**src/hdl/bwsd_pkg.sv**
```systemverilog
package bwsd_pkg;

  typedef enum logic [1:0] {
    ACT_PUSH   = 2'd0,
    ACT_POP    = 2'd1,
    ACT_STEAL  = 2'd2,
    ACT_REMOVE = 2'd3
  } action_e;

  localparam logic [1:0] ST_DONE  = 2'd0;
  localparam logic [1:0] ST_FULL  = 2'd1;
  localparam logic [1:0] ST_EMPTY = 2'd2;

  typedef struct packed {
    logic [31:0] task_handle;
    logic [31:0] task_generation;
  } slot_t;

endpackage

```
**src/hdl/bwsd_cell.sv**
```systemverilog
// One ring slot. The whole ring rotates one place per cycle while shift_i is high
// (shift toward lower index), so the slot at position 0 is the one the sequencer sees.
module bwsd_cell
  import bwsd_pkg::*;
(
  input  logic  clk_i,
  input  logic  rst_ni,
  input  logic  shift_i,
  input  logic  load_i,
  input  slot_t load_data_i,
  input  slot_t neighbor_i,
  output slot_t slot_o
);
  slot_t slot_q;

  always_ff @(posedge clk_i or negedge rst_ni) begin
    if (!rst_ni) begin
      slot_q <= '0;
    end else if (load_i) begin
      slot_q <= load_data_i;
    end else if (shift_i) begin
      slot_q <= neighbor_i;
    end
  end

  assign slot_o = slot_q;
endmodule

```
**config.mk**
```make
export PLATFORM = sky130hd
export DESIGN_NAME = bwsd_cell
export DESIGN_NICKNAME = d
export VERILOG_FILES = /design/src/hdl/bwsd_pkg.sv /design/src/hdl/bwsd_cell.sv
export SDC_FILE = /design/constraint.sdc
export NUM_CORES = 1
export LEC_CHECK = 0
export ABC_AREA = 1
export BUFFER_PORTS_ARGS = -buffer_cell sky130_fd_sc_hd__buf_2
export CAP_MARGIN = 20
export CORE_MARGIN = 2
export CORE_UTILIZATION = 35
export CTS_CLUSTER_SIZE = 30
export DETAILED_ROUTE_END_ITERATION = 10
export HOLD_SLACK_MARGIN = 0.05
export PLACE_DENSITY = 0.69
export SETUP_SLACK_MARGIN = 0.05
export SLEW_MARGIN = 40
export SYNTH_ARGS = -nofsm -noshare
export SYNTH_HDL_FRONTEND = slang
export SYNTH_SLANG_ARGS = --single-unit
```
**constraint.sdc**
```tcl
create_clock -name clk_i -period 1.3 [get_ports clk_i]
set_input_delay 0.26 -clock clk_i [delete_from_list [all_inputs] [get_ports clk_i]]
set_output_delay 0.26 -clock clk_i [all_outputs]
set_load 0.01 [all_outputs]
```
==> summary.md, run 1 <==
| Metric | Value |
|---|---|
| Crit path max-delay cell type | `dfrtp_1` |
| Iter 0 DRT Violations | `81` |
| Placed Instances | `632` |
| Max incr delay on CP | `between 300 and 400 ps` |
| Clock sinks | `64` |
| Top cells by area, synth | `dfrtp_1, nand3_1, nand2_1` |
| Area grow syn2layout | `42.8%` |
| Root Buffer | `clkbuf_8` |
| Antenna viol nets, final | `0` |
| CORE AREA | `~8200 um2` |
| Hold Crit Class | `in -> reg` |
| Largest net degree at the start of global routing | `37` |
| WS Path Type | `reg -> out` |
| Power share of the combinational group | `0.179` |
| Final std cells w/o fill | `649` |
| Clk Latency, worst-skew pair | `320 ps` |
| DRT Pass-1 Iters | `4` |
| H-tree depth | `3` |
| Final min period | `1130 ps` |
| WP data required | `between 1000 and 1500 ps` |
| Post-DP HPWL | `6210 um` |
| Reg power frac | `0.439` |
| Most frequent cells in the layout | `buf_2, nand2_1, nand3_1` |
| Synth Cell Area | `~3000 um2` |
| Seq/Total Area, Yosys | `0.543` |
| Top-area cell type share of the netlist area | `0.543` |
| Total grt overflow | `0` |
| DR vias | `roughly 3200` |
| Synthesized Nets | `480` |
| Crit path launch type | `register` |
| Rel. slew slack | `0.694` |
| Distinct cells, synth | `8` |
| Crit path cell chain | `buf_2` |
| Clk_skew | `0 ps` |
| Die area | `9180 um2` |
| Final-report max-slew violation count | `0` |
| Yosys Warn Count | `0` |
| Vias in the first global route | `between 2000 and 3000` |
| Final TNS setup | `0 ps` |
| Final Cycle Share | `0.866` |
| Placed cell areas | `3970 um2` |
| DRC errors left | `0` |
| Fin. Hold Viols | `0` |
| I/O Buffers | `195` |
| FMAX | `0.889 GHz` |
| Clk slew on worst S/H paths | `70 ps` |
| First-pass GRT wire length | `13200 um` |
| Clk network pwr share | `0.382` |
| RSZ-0062 raised after global routing | `false` |
| Fin area | `around 4200 um2` |
| Crit path max-delay family | `flip-flops` |
| Row Count | `33` |
| Peak supply drop | `0.504 mV` |
| Switching power | `approximately 1.3 mW` |
| Die width | `roughly 96 um` |
| Initial core utilization | `0.361` |
| Post-CTS Setup Inserts | `0` |
| Switching fraction of total power | `0.259` |
| WP data arrival | `870 ps` |
| Measured slew at the worst slew-check pin | `459 ps` |
| Drt wl/cell | `about 13 um` |
| Nature of the critical path endpoint | `primary output` |
| Yosys reg bits | `64` |
| Power per standard cell area | `1230 nW/um2` |
| Maximum buffer depth of the clock tree | `2` |
| Worst Path Max Fanout | `2` |
| Avg Cell Area, Syn | `around 8.5 um2` |
| Via/cell ratio | `4.85` |
| Synth Instances | `348` |
| Leading area contributor after synthesis | `dfrtp_1` |
| Internal power | `about 3.8 mW` |
| Lkg Pwr | `~2.3 nW` |
| Setup Viol. Count Final | `0` |
| Status | `finished, final reports clean` |
| Max Cap Viol | `0` |
| Max reg flops | `64` |
| TritonCTS clock tree | `built` |
| Crit path buf inv count | `1` |
| RD Place Congestion | `0.797` |
| Die H | `95.8 um` |
| Post-Route WL | `approximately 8600 um` |
| Share of cells above drive strength 1 | `0.406` |
| Antenna cells | `0` |
| Most common cell after layout, fill and taps aside | `buf_2` |
| Top Ports | `196` |
| Total CTS buffers | `9` |
| Initial antenna violation count | `0` |
| Nets | `671` |
| Total track usage | `0.185` |
stage by stage:
stage | util | hold WS (ps) | setup WS (ps) | power [mW]
global route | 0.515 | 124 | 122 | 5.48
finish | 0.515 | 141 | 175 | 5.18
detailed placement | 0.486 | 306 | 210 | 3.26
CTS | 0.515 | 126 | 152 | 5.25
floorplan | - | -35.6 | 477 | 2.75
global placement | 0.486 | 293 | 219 | 3.24
cells in the mapped netlist:
| master | number |
|---|---|
| nand2_1 | 128 |
| nand3_1 | 128 |
| dfrtp_1 | 64 |
| buf_6 | 12 |
| buf_2 | 11 |
| buf_4 | 3 |
| inv_2 | 1 |
| nor2_4 | 1 |
final cells by class:
type	instances	area, um2
clock buffer	14	173
clock inverter	2	60.1
fill	811	3960
inverter	1	3.75
multi-input combinational	257	1130
sequential	64	1600
tap	105	131
timing repair buffer	206	1110
per-layer routing:
layer | global-route usage | wire length (um)
met3 | 0.0564 | 742
met4 | 0.0679 | 175
met1 | 0.215 | 3380
met5 | 0 | 0
met2 | 0.322 | 4290
cell families (layout without fill, tap and decap cells):
group | count (synthesis) | count (layout) | share of synthesized area
DFF | 64 | 64 | 0.543
buffers and inverters | 27 | 223 | 0.0734
and+or+nand+nor | 257 | 257 | 0.384
power groups by stage:
stage / registers (mW) / clock network (mW) / logic [mW]
final: 2.28 / 1.98 / 0.929
after global routing: 2.30 / 2.14 / 1.04
after CTS: 2.28 / 2.03 / 0.947
after detailed placement: 2.31 / 0 / 0.947
after global placement: 2.31 / 0 / 0.925
after floorplan: 2.40 / 0 / 0.344
final timing paths:
kind / startpoint / end / slack [ps] / cells past startpoint
max: slot_o[8] / slot_o[8] / 170 / 1
min: load_data_i[28] / slot_o[28] / 140 / 3
max reg2reg: slot_o[54] / slot_o[54] / 640 / 2
min reg2reg: slot_o[1] / slot_o[1] / 480 / 2
max in group asynchronous: rst_ni / slot_o[16] / 420 / 3
min in group asynchronous: rst_ni / slot_o[35] / 500 / 3
timing repair:
item | 4_1_cts | 5_1_grt
endpoints found under the hold margin | 64 | 0
hold buffers | 1 | 0
gates resized for setup | 0 | 0
No activity file was read; power rests on OpenSTA's default activity.
==> run 2: changes to the inputs <==
Settings changed: CORE_UTILIZATION 35 to 45, PLACE_DENSITY 0.69 to 0.85.
==> summary.md, run 2 (synthesized netlist as in run 1, its figures left out) <==
| Metric | Value |
|---|---|
| Status | `finished, final reports clean (unchanged)` |
| H-tree depth | `3 (unchanged)` |
| Post-Place Worst Slack | `211 ps (was 210 ps)` |
| DRC errors left | `0 (unchanged)` |
| Drt wl/cell | `13.7 um (was 13.2 um)` |
| WHS | `153 ps (was 141 ps)` |
| Final Worst Setup Slack | `177 ps (was 175 ps)` |
| First-pass GRT wire length | `13800 um (was 13200 um)` |
| TritonCTS clock tree | `built (unchanged)` |
| Top Ports | `196 (unchanged)` |
| Post-Route WL | `8470 um (was 8580 um)` |
| Crit path launch type | `register (unchanged)` |
| WP data required | `1040 ps (about the same)` |
| Post-DP HPWL | `6170 um (was 6210 um)` |
| Nature of the critical path endpoint | `primary output (unchanged)` |
| Final-report max-slew violation count | `0 (unchanged)` |
| Most frequent cells in the layout | `buf_2, nand2_1, nand3_1 (unchanged)` |
| Crit path max-delay family | `flip-flops (unchanged)` |
| CTS resizes | `0 (unchanged)` |
| Total grt overflow | `0 (unchanged)` |
| Fill cells | `560 (was 811)` |
| Total CTS buffers | `9 (unchanged)` |
| M1 WL | `3230 um (was 3380 um)` |
| Crit path buf inv count | `1 (unchanged)` |
| DR vias | `3147 (was 3150)` |
| Initial core utilization | `0.465 (was 0.361)` |
| I/O Buffers | `195 (unchanged)` |
| Largest net degree at the start of global routing | `65 (was 37)` |
| Nets | `670 (was 671)` |
| Highest metal used | `met4 (unchanged)` |
| Max reg flops | `64 (unchanged)` |
| Setup Viol. Count Final | `0 (unchanged)` |
| Die H | `85.0 um (was 95.8 um)` |
| Total track usage | `0.236 (was 0.185)` |
| Crit path cell chain | `buf_2 (unchanged)` |
| Power per standard cell area | `1190 nW/um2 (was 1230 nW/um2)` |
| Max incr delay on CP | `400 ps (was 390 ps)` |
| Placed Instances | `603 (was 632)` |
| Final min period | `1120 ps (was 1130 ps)` |
| Final Cycle Share | `0.864 (was 0.866)` |
| Hold Crit Class | `in -> reg (unchanged)` |
| Root Buffer | `clkbuf_8 (unchanged)` |
| Peak supply drop | `0.637 mV (was 0.504 mV)` |
| Antenna cells | `0 (unchanged)` |
| Iter 0 DRT Violations | `107 (was 81)` |
| Die width | `85.0 um (was 95.8 um)` |
| Area grow syn2layout | `40.2% (was 42.8%)` |
| Share of cells above drive strength 1 | `0.405 (was 0.406)` |
| Final TNS setup | `0 ps (unchanged)` |
| Rel. slew slack | `0.770 (was 0.694)` |
| RSZ-0062 raised after global routing | `false (unchanged)` |
| Maximum buffer depth of the clock tree | `2 (unchanged)` |
| Final std cells w/o fill | `620 (was 649)` |
| Worst Path Max Fanout | `2 (unchanged)` |
| Fin. Hold Viols | `0 (unchanged)` |
| Clock sinks | `64 (unchanged)` |
| Max Cap Viol | `0 (unchanged)` |
| Via/cell ratio | `5.08 (was 4.85)` |
| Lkg Pwr | `2.28 nW (was 2.30 nW)` |
| Die area | `7220 um2 (was 9180 um2)` |
| WS Path Type | `reg -> out (unchanged)` |
| Initial antenna violation count | `0 (unchanged)` |
| Total power | `4.90 mW (was 5.18 mW)` |
| Clk slew on worst S/H paths | `70 ps (about the same)` |
| Measured slew at the worst slew-check pin | `344 ps (was 459 ps)` |
| Antenna viol nets, final | `0 (unchanged)` |
| Vias in the first global route | `3122 (was 2871)` |
| FMAX | `0.891 GHz (was 0.889 GHz)` |
| Row Count | `29 (was 33)` |
| Met2 WL | `4520 um (was 4290 um)` |
| Clk Latency, worst-skew pair | `310 ps (was 320 ps)` |
| Crit path max-delay cell type | `dfrtp_1 (unchanged)` |
| Met3 WL | `575 um (was 742 um)` |
| WP data arrival | `860 ps (was 870 ps)` |
| CORE AREA | `6350 um2 (was 8180 um2)` |
| Clk_skew | `0 ps (unchanged)` |
| Most common cell after layout, fill and taps aside | `buf_2 (unchanged)` |
| Post-CTS Setup Inserts | `0 (unchanged)` |
| RD Place Congestion | `0.826 (was 0.797)` |
| DRT Pass-1 Iters | `4 (unchanged)` |
==> run 2: changes by cell type in the layout (fill, tap and decap cells not counted), sizes merged <==
cell / before / now
clkinv: 0 / 2
buf: 205 / 204
bufinv: 2 / 1
clkbuf: 14 / 13
==> run 2: tightest hold or removal path, cell delays in order <==
cell,delay [ps]
buf_2,70
nand2_1,40
nand3_1,70
==> run 2: worst paths after layout <==
kind / startpoint / endpoint / slack (ps) / cells past startpoint
min in group asynchronous: rst_ni / slot_o[49] / 480 / 3
max in group asynchronous: rst_ni / slot_o[10] / 530 / 3
max reg2reg: slot_o[7] / slot_o[7] / 640 / 2
min reg2reg: slot_o[23] / slot_o[23] / 480 / 2
min: load_data_i[27] / slot_o[27] / 150 / 3
max: slot_o[8] / slot_o[8] / 180 / 1
==> run 2: what timing repair did <==
action,in CTS,in global routing
endpoints found under the setup margin,0,0
endpoints found under the hold margin,64,0
hold buffers,1,0
==> run 2: area by class of cell <==
class / instances / area (um2) / share of cell area
Sequential cell: 64 / 1600 / 0.387
Multi-Input combinational cell: 257 / 1130 / 0.274
Timing Repair Buffer: 205 / 1100 / 0.267
Clock buffer: 13 / 159 / 0.0384
Tap cell: 77 / 96.3 / 0.0233
Clock inverter: 3 / 40.0 / 0.00968
Inverter: 1 / 3.75 / 0.000907
==> run 2: per-layer routing <==
layer / track usage / vias up
met1: 0.271 / 1461
met2: 0.428 / 142
met5: 0 / -
met4: 0.0967 / 0
li1: - / 1532
met3: 0.0457 / 12
==> run 2: metrics by stage <==
stage	util	area [um2]
2_1_floorplan	-	2950
3_5_place_dp	0.619	3930
4_1_cts	0.651	4140
6_report	0.651	4140
5_1_grt	0.651	4140
3_3_place_gp	0.619	3930
==> run 2: power by group <==
part,internal (mW),switching (mW)
clock network,0.987,0.710
logic,0.418,0.507
registers,2.18,0.103
total,3.58,1.32
==> run 3: changes to the inputs <==
Settings changed: ABC_AREA 1 to not set.
==> summary.md, run 3 <==
| Metric | Value |
|---|---|
| Status | `finished, final reports clean (unchanged)` |
| Synth Cell Area | `2970 um2 (was 2950 um2)` |
| CP Depth | `1 (unchanged)` |
| Die area | `7250 um2 (was 7220 um2)` |
| Crit path cell chain | `buf_2 (unchanged)` |
| Measured slew at the worst slew-check pin | `348 ps (was 344 ps)` |
| Critical R2R Capture | `slot_o[33] (was slot_o[7])` |
| WS Path Type | `reg -> out (unchanged)` |
| Power share of the combinational group | `0.198 (was 0.189)` |
| Internal power | `3.52 mW (was 3.58 mW)` |
| I/O Buffers | `195 (unchanged)` |
| CORE AREA | `6350 um2 (unchanged)` |
| WHS | `146 ps (was 153 ps)` |
| Via/cell ratio | `4.86 (was 5.08)` |
| Synth Area in XOR/XNOR | `0 (unchanged)` |
| Area grow syn2layout | `40.6% (was 40.2%)` |
| Power per standard cell area | `1160 nW/um2 (was 1190 nW/um2)` |
| Lkg Pwr | `2.30 nW (was 2.28 nW)` |
| Setup Viol. Count Final | `0 (unchanged)` |
| Switching fraction of total power | `0.269 (about the same)` |
| Fin. Hold Viols | `0 (unchanged)` |
| Max Cap Viol | `0 (unchanged)` |
| Worst Hold Launch | `load_data_i[61] (was load_data_i[27])` |
| Largest net degree at the start of global routing | `73 (was 65)` |
| Synth Instances | `277 (was 348)` |
| Post-Route WL | `7410 um (was 8470 um)` |
| DRC errors left | `0 (unchanged)` |
| Crit path max-delay cell type | `dfrtp_1 (unchanged)` |
| Reg power frac | `0.472 (was 0.465)` |
| RD Place Congestion | `0.768 (was 0.826)` |
| Root Buffer | `clkbuf_8 (unchanged)` |
| Multiplexer share of the synthesized area | `0.216 (was 0)` |
| DR vias | `2674 (was 3147)` |
| Clock sinks | `64 (unchanged)` |
| Vias in the first global route | `2660 (was 3122)` |
| Initial antenna violation count | `0 (unchanged)` |
| Most used flip-flop cell after synthesis | `dfrtp_1 (unchanged)` |
| Nets | `600 (was 670)` |
| Final-report max-slew violation count | `0 (unchanged)` |
| Top-area cell type share of the netlist area | `0.540 (was 0.543)` |
| Post-DP HPWL | `5400 um (was 6170 um)` |
| Maximum buffer depth of the clock tree | `2 (unchanged)` |
| Row Count | `29 (unchanged)` |
| TritonCTS clock tree | `built (unchanged)` |
| Seq/Total Area, Yosys | `0.540 (was 0.543)` |
| Avg Cell Area, Syn | `10.7 um2 (was 8.48 um2)` |
| Worst Path Max Fanout | `2 (unchanged)` |
| Rel. slew slack | `0.768 (was 0.770)` |
| Top Ports | `196 (unchanged)` |
| Fin area | `4170 um2 (was 4140 um2)` |
| Max reg flops | `64 (unchanged)` |
| Total track usage | `0.204 (was 0.236)` |
| H-tree depth | `3 (unchanged)` |
| Crit path max-delay family | `flip-flops (unchanged)` |
| Largest family of logic cells by synthesized area | `multiplexers (was simple AND/OR/NAND/NOR gates)` |
| Final Cycle Share | `0.859 (was 0.864)` |
| Depth of the most critical reg-to-reg path | `2 (unchanged)` |
| Highest metal used | `met4 (unchanged)` |
| DRT Pass-1 Iters | `4 (unchanged)` |
| Switching power | `1.30 mW (was 1.32 mW)` |
| Antenna cells | `0 (unchanged)` |
| Placed cell areas | `3980 um2 (was 3930 um2)` |
| Peak supply drop | `0.874 mV (was 0.637 mV)` |
| Post-CTS Setup Inserts | `0 (unchanged)` |
| Hold Crit Class | `in -> reg (unchanged)` |
| Most common cell after layout, fill and taps aside | `buf_2 (unchanged)` |
| Most frequent cells in the layout | `buf_2, mux2i_1, nand2_1, dfrtp_1, o21ai_1 (was buf_2, nand2_1, nand3_1)` |
| Distinct cells, synth | `10 (was 8)` |
| Clk Latency, worst-skew pair | `310 ps (about the same)` |
| Yosys Warn Count | `0 (unchanged)` |
| Worst Hold Depth | `3 (unchanged)` |
| Crit path launch type | `register (unchanged)` |
| Max incr delay on CP | `390 ps (was 400 ps)` |
| Simple-gate share of the synthesized area | `0.0810 (was 0.384)` |
| Iter 0 DRT Violations | `96 (was 107)` |
| Share of cells above drive strength 1 | `0.450 (was 0.405)` |
| Synthesized Nets | `409 (was 480)` |
| WP data arrival | `860 ps (about the same)` |
| Clk network pwr share | `0.330 (was 0.346)` |
| Yosys reg bits | `64 (unchanged)` |
| Final TNS setup | `0 ps (unchanged)` |
| Leading area contributor after synthesis | `dfrtp_1 (unchanged)` |
| Met3 WL | `588 um (was 575 um)` |
| Top cells by area, synth | `dfrtp_1, mux2i_1, o21ai_1 (was dfrtp_1, nand3_1, nand2_1)` |
| Complex-gate fraction of the synthesized area | `0.108 (was 0)` |
| Reg-to-reg slack, setup | `570 ps (was 640 ps)` |
| First-pass GRT wire length | `11800 um (was 13800 um)` |
| Initial core utilization | `0.467 (was 0.465)` |
| Nature of the critical path endpoint | `primary output (unchanged)` |
| Crit path buf inv count | `1 (unchanged)` |
| Worst hold path endpoint | `slot_o[61] (was slot_o[27])` |
| Total CTS buffers | `9 (unchanged)` |
| Met2 WL | `3720 um (was 4520 um)` |
| WP data required | `1040 ps (about the same)` |
| Clk_skew | `0 ps (unchanged)` |
| Die H | `85.2 um (was 85.0 um)` |
| Critical R2R Launch | `slot_o[33] (was slot_o[7])` |
| Synth Area in Adders | `0 (unchanged)` |
| Antenna viol nets, final | `0 (unchanged)` |
| Final core occ | `0.657 (was 0.651)` |
| Die width | `85.2 um (was 85.0 um)` |
| Final min period | `1120 ps (about the same)` |
| Number of synthesized flops with an enable pin | `0 (unchanged)` |
| Ys async rst share | `1.00 (unchanged)` |
| Total grt overflow | `0 (unchanged)` |
| Synth top cells by count | `dfrtp_1, mux2i_1, nand2_1, o21ai_1, clkbuf_1 (was nand2_1, nand3_1, dfrtp_1, buf_6, buf_2)` |
| RSZ-0062 raised after global routing | `false (unchanged)` |
| M1 WL | `3000 um (was 3230 um)` |
| FMAX | `0.895 GHz (was 0.891 GHz)` |
| Clk slew on worst S/H paths | `70 ps (about the same)` |
| Drt wl/cell | `13.5 um (was 13.7 um)` |
run 3: changes by cell type in the layout (fill, tap and decap cells not counted), sizes merged:
cell / delta
mux2i: +64
nand2: -64
nand3: -128
buf: -4
o21ai: +64
clkbuf: -1
nor2: -1
inv: -1
clkinv: +1
run 3: repair_timing:
| item | in CTS | in global routing |
|---|---|---|
| resized for setup | 0 | 0 |
| hold buffers | 1 | 0 |
| hold endpoints to repair | 64 | 0 |
run 3: layout make-up:
cell class	instances	area (um2)
multi-input combinational	192	1200
tap	77	96.3
clock inverter	4	45.0
timing repair buffer	201	1090
fill	541	2180
clock buffer	12	135
sequential	64	1600
run 3: how the worst max path moves through the flow:
| stage | from | endpoint | slack (ps) |
|---|---|---|---|
| floorplan | shift_i | slot_o[10] | 360 |
| global placement | shift_i | slot_o[2] | 250 |
| detailed placement | shift_i | slot_o[12] | 200 |
| CTS | slot_o[30] | slot_o[30] | 160 |
| global route | slot_o[13] | slot_o[13] | 140 |
| finish | slot_o[6] | slot_o[6] | 180 |
run 3: stage by stage:
step           power [mW]  worst slack (ps)  std cells
2_1_floorplan        2.78               361        277
3_3_place_gp         3.24               248        533
3_5_place_dp         3.27               197        533
4_1_cts              4.88               157        550
5_1_grt              5.08               141        550
6_report             4.82               183        550
run 3: routing by layer:
| layer | vias up | GRT usage |
|---|---|---|
| met5 | - | 0 |
| met4 | 0 | 0.0750 |
| met3 | 12 | 0.0486 |
| met1 | 1212 | 0.236 |
| li1 | 1331 | - |
| met2 | 119 | 0.367 |
run 3: cells by family after synthesis:
| group | after synthesis |
|---|---|
| DFF | 64 |
| AOI/OAI and AO/OA | 64 |
| and+or+nand+nor | 64 |
| muxes | 64 |
| buffers and inverters | 21 |
run 3: power by group through the flow:
stage / Sequential (mW) / Clock (mW) / Combinational (mW)
5_1_grt: 2.30 / 1.73 / 1.06
3_3_place_gp: 2.30 / 0 / 0.936
3_5_place_dp: 2.30 / 0 / 0.967
2_1_floorplan: 2.39 / 0 / 0.386
4_1_cts: 2.27 / 1.64 / 0.966
6_report: 2.27 / 1.59 / 0.953
